### config.mk
export PLATFORM = sky130hd
export DESIGN_NAME = utf8_glyph_decode
export DESIGN_NICKNAME = d
export VERILOG_FILES = /design/src/sv/ugd_pkg.sv /design/src/sv/ugd_decode.sv /design/src/sv/ugd_fold.sv /design/src/sv/ugd_advance.sv /design/src/sv/utf8_glyph_decode.sv
export SDC_FILE = /design/constraint.sdc
export NUM_CORES = 1
export LEC_CHECK = 0
export BUFFER_PORTS_ARGS = -buffer_cell sky130_fd_sc_hd__buf_2
export CAP_MARGIN = 20
export CORE_MARGIN = 10
export CORE_UTILIZATION = 42
export CTS_BUF_LIST = sky130_fd_sc_hd__clkbuf_8
export CTS_CLUSTER_SIZE = 24
export DETAILED_ROUTE_END_ITERATION = 6
export GPL_ROUTABILITY_DRIVEN = 0
export MAX_ROUTING_LAYER = met4
export PLACE_DENSITY = 0.69
export SETUP_SLACK_MARGIN = 0.05
export SYNTH_ARGS = -nofsm -noshare
export SYNTH_HDL_FRONTEND = slang
export SYNTH_SLANG_ARGS = --single-unit
### constraint.sdc
create_clock -name i_clk -period 7.6 [get_ports i_clk]
set_input_delay 0 -clock i_clk [delete_from_list [all_inputs] [get_ports i_clk]]
set_output_delay 0 -clock i_clk [all_outputs]
set_load 0.005 [all_outputs]
### src/sv/ugd_pkg.sv
package ugd_pkg;

    localparam int unsigned CP_W  = 21;
    localparam int unsigned LEN_W = 3;
    localparam int unsigned ADV_W = 6;

    // configuration register indexes
    localparam logic CFG_NARROW_ADV = 1'b0;
    localparam logic CFG_WIDE_ADV   = 1'b1;

    localparam logic [ADV_W-1:0] NARROW_ADV_RST = 6'd9;
    localparam logic [ADV_W-1:0] WIDE_ADV_RST   = 6'd17;

    // fullwidth fold window and offset to ASCII
    localparam logic [CP_W-1:0] FOLD_LO   = 21'h00FF01;
    localparam logic [CP_W-1:0] FOLD_HI   = 21'h00FF5E;
    localparam logic [CP_W-1:0] FOLD_BASE = 21'h000021;

    // wide advance ranges
    localparam logic [CP_W-1:0] CJK_LO  = 21'h004E00;
    localparam logic [CP_W-1:0] CJK_HI  = 21'h009FFF;
    localparam logic [CP_W-1:0] PUNC_LO = 21'h003000;
    localparam logic [CP_W-1:0] PUNC_HI = 21'h00303F;
    localparam logic [CP_W-1:0] FW_LO   = 21'h00FF00;
    localparam logic [CP_W-1:0] FW_HI   = 21'h00FFEF;

    localparam logic [LEN_W-1:0] LEN_EMPTY = 3'd0;
    localparam logic [LEN_W-1:0] LEN_ONE   = 3'd1;
    localparam logic [LEN_W-1:0] LEN_TWO   = 3'd2;
    localparam logic [LEN_W-1:0] LEN_THREE = 3'd3;
    localparam logic [LEN_W-1:0] LEN_FOUR  = 3'd4;

    typedef struct packed {
        logic [CP_W-1:0]  cp;
        logic [LEN_W-1:0] len;
    } t_item;

endpackage

### src/sv/ugd_decode.sv
module ugd_decode
    import ugd_pkg::*;
(
    input  logic        i_clk,
    input  logic        i_rst_n,
    input  logic        i_valid,
    input  logic [7:0]  i_b0,
    input  logic [7:0]  i_b1,
    input  logic [7:0]  i_b2,
    input  logic [7:0]  i_b3,
    input  logic [2:0]  i_avail,
    input  logic        i_ready,
    output logic        o_ready,
    output logic        o_valid,
    output t_item       o_item
);

    logic  r_valid;
    t_item r_item;
    t_item n_item;

    assign o_ready = !r_valid || i_ready;

    // avail above four behaves as four in every compare below
    always_comb begin
        n_item.cp  = '0;
        n_item.len = LEN_ONE;
        if (i_avail == 3'd0) begin
            n_item.len = LEN_EMPTY;
        end else if (!i_b0[7]) begin
            n_item.cp  = {13'd0, i_b0};
            n_item.len = LEN_ONE;
        end else if (i_b0[7:5] == 3'b110 && i_avail >= 3'd2) begin
            n_item.cp  = {10'd0, i_b0[4:0], i_b1[5:0]};
            n_item.len = LEN_TWO;
        end else if (i_b0[7:4] == 4'b1110 && i_avail >= 3'd3) begin
            n_item.cp  = {5'd0, i_b0[3:0], i_b1[5:0], i_b2[5:0]};
            n_item.len = LEN_THREE;
        end else if (i_b0[7:3] == 5'b11110 && i_avail >= 3'd4) begin
            n_item.cp  = {i_b0[2:0], i_b1[5:0], i_b2[5:0], i_b3[5:0]};
            n_item.len = LEN_FOUR;
        end
    end

    always_ff @(posedge i_clk) begin
        if (!i_rst_n) begin
            r_valid <= 1'b0;
        end else if (o_ready) begin
            r_valid <= i_valid;
        end
    end

    always_ff @(posedge i_clk) begin
        if (o_ready && i_valid) begin
            r_item <= n_item;
        end
    end

    assign o_valid = r_valid;
    assign o_item  = r_item;

endmodule

### src/sv/ugd_fold.sv
module ugd_fold
    import ugd_pkg::*;
(
    input  logic  i_clk,
    input  logic  i_rst_n,
    input  logic  i_valid,
    input  t_item i_item,
    input  logic  i_ready,
    output logic  o_ready,
    output logic  o_valid,
    output t_item o_item
);

    logic  r_valid;
    t_item r_item;
    t_item n_item;

    assign o_ready = !r_valid || i_ready;

    // only three-byte sequences in the fullwidth window are folded
    always_comb begin
        n_item = i_item;
        if (i_item.len == LEN_THREE && i_item.cp >= FOLD_LO && i_item.cp <= FOLD_HI) begin
            n_item.cp = i_item.cp - FOLD_LO + FOLD_BASE;
        end
    end

    always_ff @(posedge i_clk) begin
        if (!i_rst_n) begin
            r_valid <= 1'b0;
        end else if (o_ready) begin
            r_valid <= i_valid;
        end
    end

    always_ff @(posedge i_clk) begin
        if (o_ready && i_valid) begin
            r_item <= n_item;
        end
    end

    assign o_valid = r_valid;
    assign o_item  = r_item;

endmodule

### src/sv/ugd_advance.sv
module ugd_advance
    import ugd_pkg::*;
(
    input  logic             i_clk,
    input  logic             i_rst_n,
    input  logic             i_valid,
    input  t_item            i_item,
    input  logic [ADV_W-1:0] i_narrow_adv,
    input  logic [ADV_W-1:0] i_wide_adv,
    input  logic             i_ready,
    output logic             o_ready,
    output logic             o_valid,
    output t_item            o_item,
    output logic [ADV_W-1:0] o_advance
);

    logic             r_valid;
    t_item            r_item;
    logic [ADV_W-1:0] r_advance;
    logic             wide;

    assign o_ready = !r_valid || i_ready;

    assign wide = (i_item.cp >= CJK_LO  && i_item.cp <= CJK_HI)  ||
                  (i_item.cp >= PUNC_LO && i_item.cp <= PUNC_HI) ||
                  (i_item.cp >= FW_LO   && i_item.cp <= FW_HI);

    always_ff @(posedge i_clk) begin
        if (!i_rst_n) begin
            r_valid <= 1'b0;
        end else if (o_ready) begin
            r_valid <= i_valid;
        end
    end

    always_ff @(posedge i_clk) begin
        if (o_ready && i_valid) begin
            r_item    <= i_item;
            r_advance <= wide ? i_wide_adv : i_narrow_adv;
        end
    end

    assign o_valid   = r_valid;
    assign o_item    = r_item;
    assign o_advance = r_advance;

endmodule

### src/sv/utf8_glyph_decode.sv
// channel  | handshake            | payload
// ---------+----------------------+---------------------------------------------
// input    | i_valid / o_stall    | i_lead_byte, i_second_byte, i_third_byte,
//          |                      | i_fourth_byte, i_avail_bytes
// output   | o_valid / i_stall    | o_code_point, o_byte_length, o_advance
// config   | i_cfg_we             | i_cfg_idx, i_cfg_data
//
// Three register stages: decode, fullwidth fold, advance select. One transfer
// per cycle on each side unless that side is stalled. Each stage loads
// whenever it is empty or its successor takes its item, so o_stall rises
// only when all three stages hold items and i_stall is high.
// Synchronous active-low reset empties the pipe and restores the advances
// to 9 and 17.
module utf8_glyph_decode
    import ugd_pkg::*;
(
    input  logic             i_clk,
    input  logic             i_rst_n,
    input  logic             i_valid,
    output logic             o_stall,
    input  logic [7:0]       i_lead_byte,
    input  logic [7:0]       i_second_byte,
    input  logic [7:0]       i_third_byte,
    input  logic [7:0]       i_fourth_byte,
    input  logic [2:0]       i_avail_bytes,
    output logic             o_valid,
    input  logic             i_stall,
    output logic [CP_W-1:0]  o_code_point,
    output logic [LEN_W-1:0] o_byte_length,
    output logic [ADV_W-1:0] o_advance,
    input  logic             i_cfg_we,
    input  logic             i_cfg_idx,
    input  logic [ADV_W-1:0] i_cfg_data
);

    logic [ADV_W-1:0] r_narrow_adv;
    logic [ADV_W-1:0] r_wide_adv;

    logic  dec_ready;
    logic  dec_valid;
    t_item dec_item;
    logic  fold_ready;
    logic  fold_valid;
    t_item fold_item;
    logic  adv_ready;
    t_item adv_item;

    always_ff @(posedge i_clk) begin
        if (!i_rst_n) begin
            r_narrow_adv <= NARROW_ADV_RST;
            r_wide_adv   <= WIDE_ADV_RST;
        end else if (i_cfg_we) begin
            case (i_cfg_idx)
                CFG_NARROW_ADV: r_narrow_adv <= i_cfg_data;
                CFG_WIDE_ADV:   r_wide_adv   <= i_cfg_data;
                default:        r_narrow_adv <= r_narrow_adv;
            endcase
        end
    end

    ugd_decode u_decode (
        .i_clk   (i_clk),
        .i_rst_n (i_rst_n),
        .i_valid (i_valid),
        .i_b0    (i_lead_byte),
        .i_b1    (i_second_byte),
        .i_b2    (i_third_byte),
        .i_b3    (i_fourth_byte),
        .i_avail (i_avail_bytes),
        .i_ready (fold_ready),
        .o_ready (dec_ready),
        .o_valid (dec_valid),
        .o_item  (dec_item)
    );

    ugd_fold u_fold (
        .i_clk   (i_clk),
        .i_rst_n (i_rst_n),
        .i_valid (dec_valid),
        .i_item  (dec_item),
        .i_ready (adv_ready),
        .o_ready (fold_ready),
        .o_valid (fold_valid),
        .o_item  (fold_item)
    );

    ugd_advance u_advance (
        .i_clk        (i_clk),
        .i_rst_n      (i_rst_n),
        .i_valid      (fold_valid),
        .i_item       (fold_item),
        .i_narrow_adv (r_narrow_adv),
        .i_wide_adv   (r_wide_adv),
        .i_ready      (!i_stall),
        .o_ready      (adv_ready),
        .o_valid      (o_valid),
        .o_item       (adv_item),
        .o_advance    (o_advance)
    );

    assign o_stall       = !dec_ready;
    assign o_code_point  = adv_item.cp;
    assign o_byte_length = adv_item.len;

endmodule

# == After elaboration in Yosys (flattened, before gate mapping) ==
# Cells that the tools add are included.
# classes
n_eq_ne,4
mux,6
order_cmp,11
n_bitwise,3
n_addsub,2
reduce_logical,28
# op_table
operator,count
less-or-equal comparator 21 x 16 -> 1 bit (second input constant),3
greater-or-equal comparator 21 x 16 -> 1 bit (second input constant),2
two-way mux 19 bit,2
adder 21 x 6 -> 21 bit (second input constant),1
greater-or-equal comparator 21 x 14 -> 1 bit (second input constant),1
greater-or-equal comparator 21 x 15 -> 1 bit (second input constant),1
less-or-equal comparator 21 x 14 -> 1 bit (second input constant),1
two-way mux 21 bit,1
subtractor 21 x 16 -> 21 bit (second input constant),1
two-way mux 14 bit,1
logical AND 1 bit,11
two-way mux 10 bit,1
greater-or-equal comparator 3 x 2 -> 1 bit (second input constant),2
two-way mux 6 bit,1
equality test 5 bit (second input constant),1
logical NOT 1 bit,5
logical OR 1 bit,5
OR reduction 5 bit,1
equality test 4 bit (second input constant),1
AND reduction 2 bit,2
OR reduction 4 bit,1
equality test 3 x 2 -> 1 bit (second input constant),1
equality test 3 bit (second input constant),1
greater-or-equal comparator 3 bit (second input constant),1
other kinds (4),6
# totals
regBits,93
in_bits,47

# == Depth between registers and ports, before layout ==
# Gate-level depths: netlist of the first run.
# logic_depth
word_depth,6
depth_mapped,6
mapped_depth_nobuf,6

# == Cells and area by module ==
# A second synthesis of the first run with hierarchy kept.
# unflattened
cells_unflattened,296
area_unflattened_um2,3990.1
# by_module_without_submodules
module,area_per_inst_um2,cells_per_inst,instances
ugd_decode,1295.0,120,1
ugd_advance,1139.8,57,1
ugd_fold,1069.8,66,1
utf8_glyph_decode,485.5,53,1

# == Least setup slack after synthesis of the first run ==
# No wires, ideal clock.
# synth_timing
path_kind,reg-to-reg
start,"reg u_fold.r_valid, in the netlist u_fold.o_valid"
end,"reg u_advance.r_advance[0], in the netlist u_advance.o_advance[0], enable pin"
path_slack_ns,4.576
period_less_slack_ns,3.024
n_path_buf,0
arrival_ns,2.561
required_ns,7.137
path_stages_with_launch,2
cell_sequence,dfxtp_1 > a21boi_0
# synth_between
elab_chain_len,1
# synth_rtl
item,line_no,source
from (decl),ugd_fold.sv:14,logic r_valid;
from (signal assigned),ugd_fold.sv:32,r_valid <= i_valid;
logical AND 1 bit,ugd_advance.sv:37,if (o_ready && i_valid) begin
to (signal assigned),ugd_advance.sv:39,r_advance <= wide ? i_wide_adv : i_narrow_adv;
to (decl),ugd_advance.sv:19,logic [ADV_W-1:0] r_advance;
# No other way between the ends.
# A chain may end at the register's enable or synchronous reset.

==> results of run 1 <==
[critical path, delay by kind of cell, from the launching register on]
kind / cells / cell delay (ps)
flip-flops: 1 / 450
AO/OA/AOI/OAI: 2 / 480
AND/OR/NAND/NOR: 2 / 690
multiplexers: 1 / 320
[area by class of cell]
class | count | area share
Sequential cell | 93 | 0.553
Multi-Input combinational cell | 152 | 0.221
Inverter | 8 | 0.00628
Clock buffer | 9 | 0.0259
Clock inverter | 7 | 0.0139
Timing Repair Buffer | 108 | 0.152
Tap cell | 108 | 0.0283
[metrics by stage]
| stage | power, µW | cells | util |
|---|---|---|---|
| after floorplan | 637 | 267 | - |
| after global placement | 664 | 434 | 0.485 |
| after detailed placement | 668 | 434 | 0.485 |
| after CTS | 988 | 481 | 0.543 |
| after global routing | 1020 | 485 | 0.548 |
| final | 985 | 485 | 0.548 |
[Yosys cell counts, drive strengths merged, types with 5 or more instances]
cell / n
o211ai: 8
nor3: 6
clkbuf: 11
a221o: 7
a21boi: 9
and2: 6
a21oi: 11
nor2: 6
dfxtp: 15
mux2: 7
nand2: 22
a22o: 5
nand3: 13
edfxtp: 78
nand2b: 9
nor2b: 8
inv: 8
[cells by family after synthesis]
kind of cell    count (synthesis)  share of synthesized area
flops                          93                      0.700
simple gates                   88                      0.131
compound gates                 53                      0.111
buf+inv                        22                     0.0242
mux                             7                     0.0219
fa+ha+maj                       3                    0.00994
xor+xnor                        1                    0.00232
[flip-flops by register name, indices dropped and copies added (netlist names)]
register	cells
u_advance.o_item	24
u_decode.o_item	24
u_fold.o_item	24
r_narrow_adv	6
r_wide_adv	6
u_advance.o_advance	6
u_advance.o_valid	1
u_decode.o_valid	1
u_fold.o_valid	1
[worst min-delay path by stage]
stage | to | slack (ps) | cells after the start
global placement | u_decode.o_valid$_SDFFE_PN0N_ | 220 | 2
global route | u_decode.o_item[17]$_SDFFCE_PP0P_ | 40 | 2
detailed placement | r_narrow_adv[3]$_SDFFE_PN1P_ | 240 | 3
finish | u_decode.o_item[13]$_SDFFCE_PP0P_ | 40 | 3
floorplan | u_decode.o_valid$_SDFFE_PN0N_ | 120 | 1
CTS | u_decode.o_item[17]$_SDFFCE_PP0P_ | 10 | 2
[placed cells by master, fill, tap and decap left out, types with 2 or more instances in the layout]
master	instances
nor2b_1	6
nor3_1	4
a222oi_1	4
a21oi_1	10
a22o_1	5
nor2_1	6
ha_1	3
and2b_2	4
buf_2	73
clkinv_2	4
a221o_1	7
buf_8	2
mux2_2	6
dfxtp_1	15
edfxtp_1	78
and2_1	6
nor3_2	2
nand2b_1	9
nand4_1	4
a21boi_0	8
inv_1	8
clkbuf_8	9
o211ai_1	8
nand3_1	13
nand2_1	22
o21a_1	2
nor4_1	2
and4_1	3
dlygate4sd3_1	31
nor2b_2	2
[timing repair]
item,4_1_cts,5_1_grt
hold buffers,31,0
endpoints found under the hold margin,27,0
resized for setup,0,0
buffers inserted,0,0
[power by group through the flow]
stage | clock [µW] | sequential (µW) | combinational, µW
after detailed placement | 0 | 605 | 63.3
final | 314 | 593 | 78.7
after CTS | 319 | 593 | 75.5
after floorplan | 0 | 601 | 35.3
after global routing | 340 | 596 | 86.8
after global placement | 0 | 603 | 60.9
[per-layer routing]
layer  global-route usage  vias up  wire (µm)  part of all wire
met5                    -        -          0                 0
met4               0.0594        0        167             0.021
met3               0.0250       16        443             0.056
met2                0.194      113       3940              0.50
met1                0.145     1177       3390              0.43
li1                     -     1233          -                 -
==> metrics.md, run 1 <==
| Metric | Value |
|---|---|
| Status | `complete, no violations` |
| DP HPWL | `~5400 µm` |
| Maxcap violations | `0` |
| Mapped Area | `approximately 3800 µm²` |
| Worst Max-Slew Pin Slew | `between 900 and 1000 ps` |
| Crit path cell chain | `or4b_4 -> nor4_2 -> o211ai_1 -> a21oi_4 -> mux2_4` |
| Number of global-route vias before repair | `about 2500` |
| Dpl ws | `5350 ps` |
| CTS tree | `built` |
| HP Class | `primary input to flip-flop` |
| DR vias | `~2500` |
| CP startpoint | `u_decode.o_item[19]$_SDFFCE_PP0P_` |
| Asr flop ratio synth | `0` |
| Clock Skew | `roughly 12 ps` |
| Max Slew Vio Count | `0` |
| Internal cell power | `roughly 770 µW` |
| Remaining Overflow, GRT | `0` |
| Remaining antenna violation count | `0` |
| Post-synth top area share | `0.620` |
| Cell Rows | `34` |
| Top cells by area in the synthesized netlist | `edfxtp_1, dfxtp_1, nand2_1` |
| Port buffer count | `72` |
| DRC | `0` |
| Design Area, Final | `4780 µm²` |
| Worst r2r dst | `u_fold.o_item[9]$_DFFE_PP_` |
| DR iter-0 viols | `~170` |
| Setup-failing EPs final | `0` |
| Logic pwr share | `0.080` |
| Worst path required time | `7700 ps` |
| Tcrit/Tclk final | `0.288` |
| Clk pin slew, worst setup/hold paths | `~80 ps` |
| All-Layer GR Usage | `0.122` |
| Peak Freq | `457 MHz` |
| Synthesized net count | `about 320` |
| Initial antenna violation count | `0` |
| CP endpoint kind | `flip-flop` |
| Clk pwr share | `0.318` |
| Yosys Warn Count | `0` |
| Critical Path AT | `~2300 ps` |
| H-tree levels | `3` |
| R2R setup slack | `roughly 5400 ps` |
| Clk root buf | `clkbuf_8` |
| Skew-Pair Late Insertion Delay | `about 350 ps` |
| Reg2reg path depth | `5` |
| Ant. Diodes | `0` |
| Largest net degree at the start of global routing | `31` |
| Core box area | `8720 µm²` |
| Fin Hold WS | `around 40 ps` |
| Sw power | `around 220 µW` |
| Initial DRT Pass Iterations | `4` |
| Sequential power share | `0.602` |
| Area of the multi-input gates | `1060 µm²` |
| Vias per cell | `roughly 5.2` |
| Critical R2R Launch | `u_decode.o_item[19]$_SDFFCE_PP0P_` |
| Slew HR | `0.374` |
| Seq/Total Area, Yosys | `0.700` |
| Area post-placement | `about 4200 µm²` |
| Initial Util | `0.433` |
| Wirelength, routed | `7940 µm` |
| Switching part of the total | `0.220` |
| First-pass GRT wire length | `12500 µm` |
| Most area-hungry cell type in the Yosys netlist | `edfxtp_1` |
| Num CTS Buffers | `9` |
| Peak VDD IR | `between 0.00007 and 0.00008 V` |
| CP max-delay cell | `or4b_4` |
| Crit path kind | `flip-flop to flip-flop` |
| Chip width | `between 100 and 150 µm` |
| Worst Path Max Fanout | `10` |
| Setup crit start kind | `flip-flop` |
| CTS Sinks | `93` |
| Seq cells post-synth | `between 90 and 100` |
| Register area | `about 2600 µm²` |
| P_leak | `~0.0018 µW` |
| Syn_area_per_cell | `~14 µm²` |
| Setup crit end | `u_fold.o_item[9]$_DFFE_PP_` |
| Hold Startpoint | `i_third_byte[4]` |
| # IOs | `79` |
| Layout area overhead | `26.5%` |
| Die ar. | `13200 µm²` |
| Post-synth EDFFs | `78` |
| Clock tree buffer depth | `2` |
| Fill count | `a little over 700` |
| Synth cell types | `42` |
| Drt wl/cell | `16.4 µm` |
| RSZ-0062 raised after global routing | `false` |
| Top_reg_cell synth | `edfxtp_1` |
| Post-Syn Instances | `between 200 and 300` |
| PD cells | `between 200 and 250 nW/µm²` |
| Final hold violations | `0` |
| Share of cells above drive strength 1 | `0.297` |
| Setup WS post-layout | `5410 ps` |
| Min cycle time layout | `~2200 ps` |
| Setup tns final | `0 ps` |
| Fin nets | `~420` |
| Die height | `~110 µm` |
| Worst path max stage delay | `around 500 ps` |
Power figures use the tool's default switching activity.
==> inputs of run 2 (changes only) <==
- clock period: 7.6 -> 2.3 ns (I/O delays scaled with it)
==> run 2 against run 1 <==
  * Critical path depth did not move
  * Largest power group unchanged
  * Final area rose by 1.8%
  * Worst hold slack worse by 19 ps
  * Sequential cell count is the same
  * Sequential share of layout area decreased by 0.98 points
  * Critical path type unchanged
  * Via count up 0.20%
  * Sequential power rose to 3.3 times the previous value
  * Worst setup slack lost 5200 ps
  * Non-clock buffer count rose by 8
  * Final cell count rose by 1.9%
  * Utilization rose by 0.99 points
  * Count of clock-buffer cells in the layout is 1 higher
==> metrics.md, run 2 (synthesis results as in run 1) <==
| Metric | Value |
|---|---|
| Critical R2R Launch | `u_decode.o_item[21]$_SDFFCE_PP0P_` |
| Share of cells above drive strength 1 | `0.295 (-0.00175)` |
| Status | `complete, no violations` |
| Hold Startpoint | `i_lead_byte[4]` |
| Number of global-route vias before repair | `2613 (+3.7%)` |
| Chip width | `115 µm (unchanged)` |
| DR iter-0 viols | `146 (-12%)` |
| DP HPWL | `5320 µm (-1.3%)` |
| Clock tree buffer depth | `2 (unchanged)` |
| Design Area, Final | `4860 µm² (+1.8%)` |
| All-Layer GR Usage | `0.123 (+0.000902)` |
| Dpl ws | `157 ps (-5190 ps)` |
| RSZ-0062 raised after global routing | `false` |
| Critical Path AT | `2220 ps (-70 ps)` |
| Skew-Pair Late Insertion Delay | `360 ps (about the same)` |
| Ant. Diodes | `0 (unchanged)` |
| Area post-placement | `4270 µm² (+0.89%)` |
| Min cycle time layout | `2100 ps (-92.6 ps)` |
| H-tree levels | `3 (unchanged)` |
| Hold EP | `u_decode.o_item[13]$_SDFFCE_PP0P_` |
| Vias per cell | `5.15 (-1.6%)` |
| P_leak | `0.00182 µW (+2.0%)` |
| CTS tree | `built` |
| Fin Hold WS | `20.8 ps (-19.2 ps)` |
| Maxcap violations | `0 (unchanged)` |
| Fill count | `714 (+0.28%)` |
| First-pass GRT wire length | `12600 µm (+0.50%)` |
| Peak Freq | `477 MHz (+4.4%)` |
| Worst Max-Slew Pin Slew | `927 ps (-6.09 ps)` |
| Layout area overhead | `28.8%` |
| Initial DRT Pass Iterations | `5 (+1)` |
| Setup tns final | `0 ps (unchanged)` |
| Worst r2r dst | `u_fold.o_item[9]$_DFFE_PP_` |
| Drt wl/cell | `15.5 µm (-5.4%)` |
| Setup crit start kind | `flip-flop` |
| Commonest non-fill, non-tap cells in the layout | `edfxtp_1, buf_2, dlygate4sd3_1, nand2_1, dfxtp_1` |
| Tcrit/Tclk final | `0.911 (+0.623)` |
| Setup-failing EPs final | `0 (unchanged)` |
| Clk root buf | `clkbuf_8` |
| Worst Path Max Fanout | `5 (-5)` |
| DR vias | `2544 (+0.20%)` |
| # IOs | `79 (unchanged)` |
| Slew HR | `0.377 (+0.00269)` |
| Peak VDD IR | `0.000258 V (+250%)` |
| Inst Count DP | `439 (+1.2%)` |
| Num CTS Buffers | `9 (unchanged)` |
| CTS Sinks | `93 (unchanged)` |
| Die height | `115 µm (unchanged)` |
| PD cells | `676 nW/µm² (+230%)` |
| Crit path kind | `flip-flop to flip-flop` |
| Worst path required time | `2420 ps (-5280 ps)` |
| Clk pin slew, worst setup/hold paths | `90 ps (about the same)` |
| HP Class | `primary input to flip-flop` |
| Commonest non-fill, non-tap cell in the layout | `edfxtp_1` |
| Final std cells w/o fill | `494 (+1.9%)` |
| Remaining antenna violation count | `0 (unchanged)` |
| Die ar. | `13200 µm² (unchanged)` |
| Initial Util | `0.433 (unchanged)` |
| Fin nets | `431 (+2.1%)` |
| Wirelength, routed | `7650 µm (-3.6%)` |
| Cell Rows | `34 (unchanged)` |
| CP endpoint kind | `flip-flop` |
| Reg2reg path depth | `5 (unchanged)` |
| Max Slew Vio Count | `0 (unchanged)` |
| Initial antenna violation count | `0 (unchanged)` |
| Clock Skew | `13.4 ps (+1.37 ps)` |
| Hold depth | `3 (unchanged)` |
| Final hold violations | `0 (unchanged)` |
| R2R setup slack | `200 ps (-5210 ps)` |
| DRC | `0 (unchanged)` |
| Core box area | `8720 µm² (unchanged)` |
| Largest net degree at the start of global routing | `31 (unchanged)` |
| Setup WS post-layout | `204 ps (-5210 ps)` |
| Port buffer count | `72 (unchanged)` |
| Remaining Overflow, GRT | `0 (unchanged)` |
==> run 2: routing by layer <==
layer	GRT usage	share of wire
met5	-	0
met1	0.140	0.43
met2	0.196	0.49
met3	0.0354	0.054
met4	0.0586	0.019
==> run 2: worst max path at each step <==
stage | from | endpoint | depth (start not counted)
6_report | u_decode.o_item[21]$_SDFFCE_PP0P_ | u_fold.o_item[9]$_DFFE_PP_ | 5
5_1_grt | u_decode.o_item[21]$_SDFFCE_PP0P_ | u_fold.o_item[9]$_DFFE_PP_ | 5
4_1_cts | u_decode.o_item[21]$_SDFFCE_PP0P_ | u_fold.o_item[9]$_DFFE_PP_ | 5
3_5_place_dp | u_decode.o_item[21]$_SDFFCE_PP0P_ | u_fold.o_item[9]$_DFFE_PP_ | 5
3_3_place_gp | u_decode.o_item[19]$_SDFFCE_PP0P_ | u_fold.o_item[9]$_DFFE_PP_ | 5
2_1_floorplan | u_fold.o_valid$_SDFFE_PN0P_ | u_advance.o_advance[0]$_DFFE_PP_ | 1
==> run 2: per-stage QoR <==
stage | power, µW | util
after detailed placement | 2210 | 0.490
after global routing | 3420 | 0.558
after CTS | 3310 | 0.556
final | 3290 | 0.558
after floorplan | 2100 | -
after global placement | 2200 | 0.490
==> run 2: critical path: stages (launching register included) <==
cell      delay (ps)
edfxtp_1         400
or4b_4           550
nor4_2           150
o211ai_1         230
a21oi_4          220
mux2_4           310
==> run 2: final cells by class <==
cell class | instances | area [µm²] | share of cell area
sequential | 93 | 2640 | 0.543
multi-input combinational | 153 | 1070 | 0.220
inverter | 8 | 30.0 | 0.00617
timing repair buffer | 116 | 786 | 0.162
tap | 108 | 135 | 0.0278
clock inverter | 6 | 62.6 | 0.0129
clock buffer | 10 | 138 | 0.0283
==> run 2: repair_timing <==
action | 4_1_cts | 5_1_grt
buffers inserted | 0 | 0
resized for setup | 0 | 1
endpoints found under the setup margin | 0 | 1
endpoints found under the hold margin | 29 | 0
hold buffers | 38 | 0
==> run 2: power by group <==
group	internal, µW	switching (µW)	total [µW]
sequential	1920	43.8	1960
clock	528	541	1070
combinational	133	128	261
